===== src/rtl/pph_pkg.sv =====
// ----------------------------------------------------------------------------
// pph_pkg
// Shared types, codes and lookup functions of the per-position histogram.
// ----------------------------------------------------------------------------
package pph_pkg;

   localparam logic [1:0] OP_ADD_BASE  = 2'd0;
   localparam logic [1:0] OP_READ_NT   = 2'd1;
   localparam logic [1:0] OP_READ_QUAL = 2'd2;

   localparam int NT_CODES = 17;
   localparam int CODE_W   = 5;

   typedef struct packed {
      logic [1:0] opcode;
      logic [7:0] base_char;
      logic [7:0] quality_char;
      logic       has_quality;
      logic       end_of_read;
      logic [7:0] query_position;
      logic [6:0] query_bin;
   } req_type;

   typedef struct packed {
      logic [31:0] count_value;
      logic [8:0]  longest_read;
      logic        unknown_base;
      logic        quality_out_of_range;
      logic        position_overflow;
   } rsp_type;

   typedef struct packed {
      logic clear;
      logic capture;
      logic read;
      logic update;
   } ctl_cmd_type;

   typedef struct packed {
      logic clear_last;
   } dp_status_type;

   function automatic logic [CODE_W-1:0] iupac_code(input logic [7:0] ch);
      logic [CODE_W-1:0] code;
      code = '0;
      unique case (ch)
         8'h2D, 8'h2E: code = 5'd16;
         8'h41, 8'h61: code = 5'd1;
         8'h42, 8'h62: code = 5'd14;
         8'h43, 8'h63: code = 5'd2;
         8'h44, 8'h64: code = 5'd13;
         8'h47, 8'h67: code = 5'd4;
         8'h48, 8'h68: code = 5'd11;
         8'h4B, 8'h6B: code = 5'd12;
         8'h4D, 8'h6D: code = 5'd3;
         8'h4E, 8'h6E: code = 5'd15;
         8'h52, 8'h72: code = 5'd5;
         8'h53, 8'h73: code = 5'd6;
         8'h54, 8'h74: code = 5'd8;
         8'h56, 8'h76: code = 5'd7;
         8'h57, 8'h77: code = 5'd9;
         8'h59, 8'h79: code = 5'd10;
         default:      code = 5'd0;
      endcase
      return code;
   endfunction

   // lowest raw character of the scheme range: offset plus minimum
   function automatic logic [6:0] scheme_base(input logic [1:0] qtype);
      logic [6:0] b;
      unique case (qtype)
         2'd0:    b = 7'd4;
         2'd1:    b = 7'd33;
         2'd2:    b = 7'd59;
         default: b = 7'd64;
      endcase
      return b;
   endfunction

   // maximum minus minimum
   function automatic logic [6:0] scheme_span(input logic [1:0] qtype);
      logic [6:0] s;
      unique case (qtype)
         2'd0:    s = 7'd56;
         2'd1:    s = 7'd93;
         2'd2:    s = 7'd67;
         default: s = 7'd62;
      endcase
      return s;
   endfunction

endpackage


===== src/rtl/pph_ctrl.sv =====
// ----------------------------------------------------------------------------
// pph_ctrl
// Sequencer: clearing sweep after reset, then capture, read, update per
// transaction.
// ----------------------------------------------------------------------------
module pph_ctrl (
   input  logic                   clock,
   input  logic                   reset,
   input  logic                   start,
   input  pph_pkg::dp_status_type status,
   output pph_pkg::ctl_cmd_type   cmd,
   output logic                   busy
);

   typedef enum logic [1:0] {
      S_CLEAR,
      S_IDLE,
      S_READ,
      S_UPDATE
   } state_type;

   state_type state_ff, state_in;
   logic      busy_ff, busy_in;

   always_comb begin
      state_in = state_ff;
      unique case (state_ff)
         S_CLEAR:  if (status.clear_last) state_in = S_IDLE;
         S_IDLE:   if (start) state_in = S_READ;
         S_READ:   state_in = S_UPDATE;
         S_UPDATE: state_in = S_IDLE;
         default:  state_in = S_CLEAR;
      endcase
      busy_in = (state_in != S_IDLE);
   end

   always_ff @(posedge clock) begin
      if (reset) begin
         state_ff <= S_CLEAR;
         busy_ff  <= 1'b1;
      end else begin
         state_ff <= state_in;
         busy_ff  <= busy_in;
      end
   end

   assign cmd.clear   = (state_ff == S_CLEAR);
   assign cmd.capture = (state_ff == S_IDLE) && start;
   assign cmd.read    = (state_ff == S_READ);
   assign cmd.update  = (state_ff == S_UPDATE);
   assign busy        = busy_ff;

endmodule


===== config.mk =====
export PLATFORM = sky130hd
export DESIGN_NAME = pph_ctrl
export DESIGN_NICKNAME = d
export VERILOG_FILES = /design/src/rtl/pph_pkg.sv /design/src/rtl/pph_ctrl.sv
export SDC_FILE = /design/constraint.sdc
export NUM_CORES = 1
export LEC_CHECK = 0
export ABC_AREA = 1
export BUFFER_PORTS_ARGS = -buffer_cell sky130_fd_sc_hd__buf_2
export CELL_PAD_IN_SITES_DETAIL_PLACEMENT = 0
export CELL_PAD_IN_SITES_GLOBAL_PLACEMENT = 2
export CORE_AREA = 2 2 39 41
export CTS_CLUSTER_DIAMETER = 50
export DETAILED_ROUTE_END_ITERATION = 8
export DIE_AREA = 0 0 41 43
export PLACE_DENSITY = 0.5
export SYNTH_ARGS = -nofsm -noshare
export SYNTH_HDL_FRONTEND = slang
export SYNTH_SLANG_ARGS = --single-unit

===== constraint.sdc =====
create_clock -name clock -period 1.8 [get_ports clock]
set_input_delay 0.36 -clock clock [delete_from_list [all_inputs] [get_ports clock]]
set_output_delay 0.36 -clock clock [all_outputs]
set_load 0.01 [all_outputs]

==> metrics <==
status=finished clean; leading post-synthesis cells by instance count=sky130_fd_sc_hd__nand2_1, sky130_fd_sc_hd__nor2_1, sky130_fd_sc_hd__inv_1, sky130_fd_sc_hd__dfxtp_1, sky130_fd_sc_hd__nand3_1; worst rel slew slack=between 90% and 100%; ports placed on the boundary=9; WHS Path Cells=2; total inserted antenna cells=0; wire length after detailed routing=293 µm; switching share of total power=24.4%; Leak=0.127 nW; vias in the first global route=143; DR DRC count=0; remaining global-route overflow=0; Async S/R FF share, synth=0%; CP endpoint kind=output pin; starting density of the core=8.77%; Hold Crit Class=input port to flop; minimum clock period after layout=1320 ps; unique cell type count in the Yosys netlist=5; most area-consuming cells after synthesis=sky130_fd_sc_hd__dfxtp_1, sky130_fd_sc_hd__nand2_1, sky130_fd_sc_hd__nor2_1, sky130_fd_sc_hd__inv_1, sky130_fd_sc_hd__nand3_1; floorplan die height=43 µm; vias per inst=2.96; combinational power share=14.4%; initial antenna violation count=0; start of the worst register-to-register path=state_ff[1]$_SDFF_PP0_; core region area=0.00138 mm²; root buffer cell=sky130_fd_sc_hd__clkbuf_4; total power density per cell area=around 1100 mW/mm²; VDD IR max=roughly 0.00026 V; critical path's slowest cell=sky130_fd_sc_hd__dfxtp_1; cell type with the highest aggregate area in the netlist=sky130_fd_sc_hd__dfxtp_1; number of hold violations in the final report=0; worst-path fanout max=4; most frequent cell after synthesis=sky130_fd_sc_hd__nand2_1; number of nets in the synthesized netlist=23; number of placement rows=14; cell class contributing the biggest share of worst-path delay=flip-flops; setup fix buffers added after clock tree synthesis=0; R2R depth=4; Crit path required time=1440 ps; achievable frequency=0.756 GHz; number of warnings issued by yosys=0; first-pass GRT wire length=538 µm; Worst path max stage delay=around 360 ps; pin count of the biggest net entering global routing=5; Post-Place Cell Area=181 µm²; post-route cell area=208 µm²; maxcap violations=0; fraction of the yosys area taken by sequential cells=approximately half; Placer Congestion=0.682; internal power of the cells=0.170 mW; CTS-repair resized insts=0; unrepaired setup endpoints after global routing=no; TritonCTS clock tree=done; hold endpoint=state_ff[1]$_SDFF_PP0_; Port-buffer cells=8; routed vias=139; Antenna Violating Nets Remaining=0; Slew Viols, Final=0; count of hold-fix buffers inserted at cts=0; total CTS buffers=3; area share of the largest cell type after synthesis=a little under 50%; clock tree skew after final layout=2.21 ps; Die W=around 41 µm; number of buffers between clock root and the deepest sink=2; period utilisation layout=73.5%; global routing usage summed across all routing layers=4.61%; Area Overhead vs Synth=71.1%; Mapped Avg Cell Area=6.39 µm²; later-pin clock latency in the skew report=230 ps; signal arrival time at the worst endpoint=between 900 and 1000 ps; worst min-delay path startpoint=reset; Worst Path Class, Setup=flop to output pin; First-pass DRT Iterations=1; capturing point of the worst reg2reg path=state_ff[0]$_SDFF_PP0_; number of register bits inferred by synthesis=3; post-layout net count=36; fraction of the core area covered by cells at the end of the flow=15.0%; die area=roughly 0.0018 mm²; number of synthesized flops with an enable pin=0; first-iteration detailed-routing DRC count=0; origin of the worst setup path=state_ff[0]$_SDFF_PP0_; part of the power in the clock network=51.1%; number of fill cells=between 150 and 200; critical path cell sequence=nand2_1 -> nor2_1 -> buf_2; H-tree depth=1; worst path buffer plus inverter count=1; sequential group share of total power=34.5%; clock input transition at the sequential cells of the worst setup and hold paths=40 ps; switching power=roughly 0.055 mW; routed len/inst=6.23 µm; cell area after synthesis=121 µm²; # clock sinks=3; overall power after layout=around 0.22 mW; Final Hold Slack=306 ps; flop2flop setup slack=1030 ps; final number of setup-violating endpoints=0; actual slew at the worst max-slew pin=~140 ps; Critical Path Source Type=flop; leading register cell type out of synthesis=sky130_fd_sc_hd__dfxtp_1; Setup TNS=0 ps; share of post-route cells with drive strength above 1=35.5%; count of mapped cells out of synthesis=19
## cell families after synthesis
kind of cell	Yosys count	share of synthesized area, %
and+or+nand+nor	12	38.1
buffers and inverters	4	12.4
DFF	3	49.5
## final cells by class
class	instances	area (µm²)	area share [%]
flip-flops and latches	3	60.1	28.9
repair buffers	8	40.0	19.3
multi-input cells	12	46.3	22.3
clock buffers	4	26.3	12.7
inverters	4	15.0	7.23
well taps	16	20.0	9.64
## routing by layer
metal / global-route usage [%] / up-vias / share of wire, %
met4: 4.00 / 0 / 0
met1: 6.09 / 54 / 48
met2: 5.63 / 7 / 38
met5: 0 / - / 0
li1: - / 78 / -
met3: 1.57 / 0 / 15
## stage by stage
stage | std cells | setup slack (ps)
finish | 47 | 478
floorplan | 19 | 834
global route | 47 | 372
global placement | 43 | 652
CTS | 47 | 448
detailed placement | 43 | 642
## state kept, by name, summed over array words and instances, names as in the netlist
name,cells
busy,1
state_ff,2
## power by group through the flow
stage / Clock (mW) / Sequential [mW] / Combinational [mW]
after floorplan: 0 / 0.0792 / 0.0172
after global placement: 0 / 0.0786 / 0.0332
after detailed placement: 0 / 0.0786 / 0.0334
after CTS: 0.121 / 0.0776 / 0.0336
after global routing: 0.128 / 0.0789 / 0.0390
final: 0.115 / 0.0775 / 0.0323
## cells in the final DEF, fill, tap and decap left out
cell type and instances:
sky130_fd_sc_hd__buf_2 8, sky130_fd_sc_hd__nand2_1 6, sky130_fd_sc_hd__dfxtp_1 3, sky130_fd_sc_hd__inv_1 4, sky130_fd_sc_hd__nor2_1 5, sky130_fd_sc_hd__nand3_1 1
sky130_fd_sc_hd__clkbuf_1 1, sky130_fd_sc_hd__clkbuf_4 3
## how the worst max path moves through the flow
stage / cells past startpoint / slack [ps] / end
finish: 3 / 480 / cmd[2]
global route: 3 / 370 / cmd[2]
CTS: 3 / 450 / cmd[2]
detailed placement: 4 / 640 / cmd[2]
global placement: 4 / 650 / cmd[2]
floorplan: 2 / 830 / cmd[2]
Note: power is estimated with default switching activity, not from simulation.
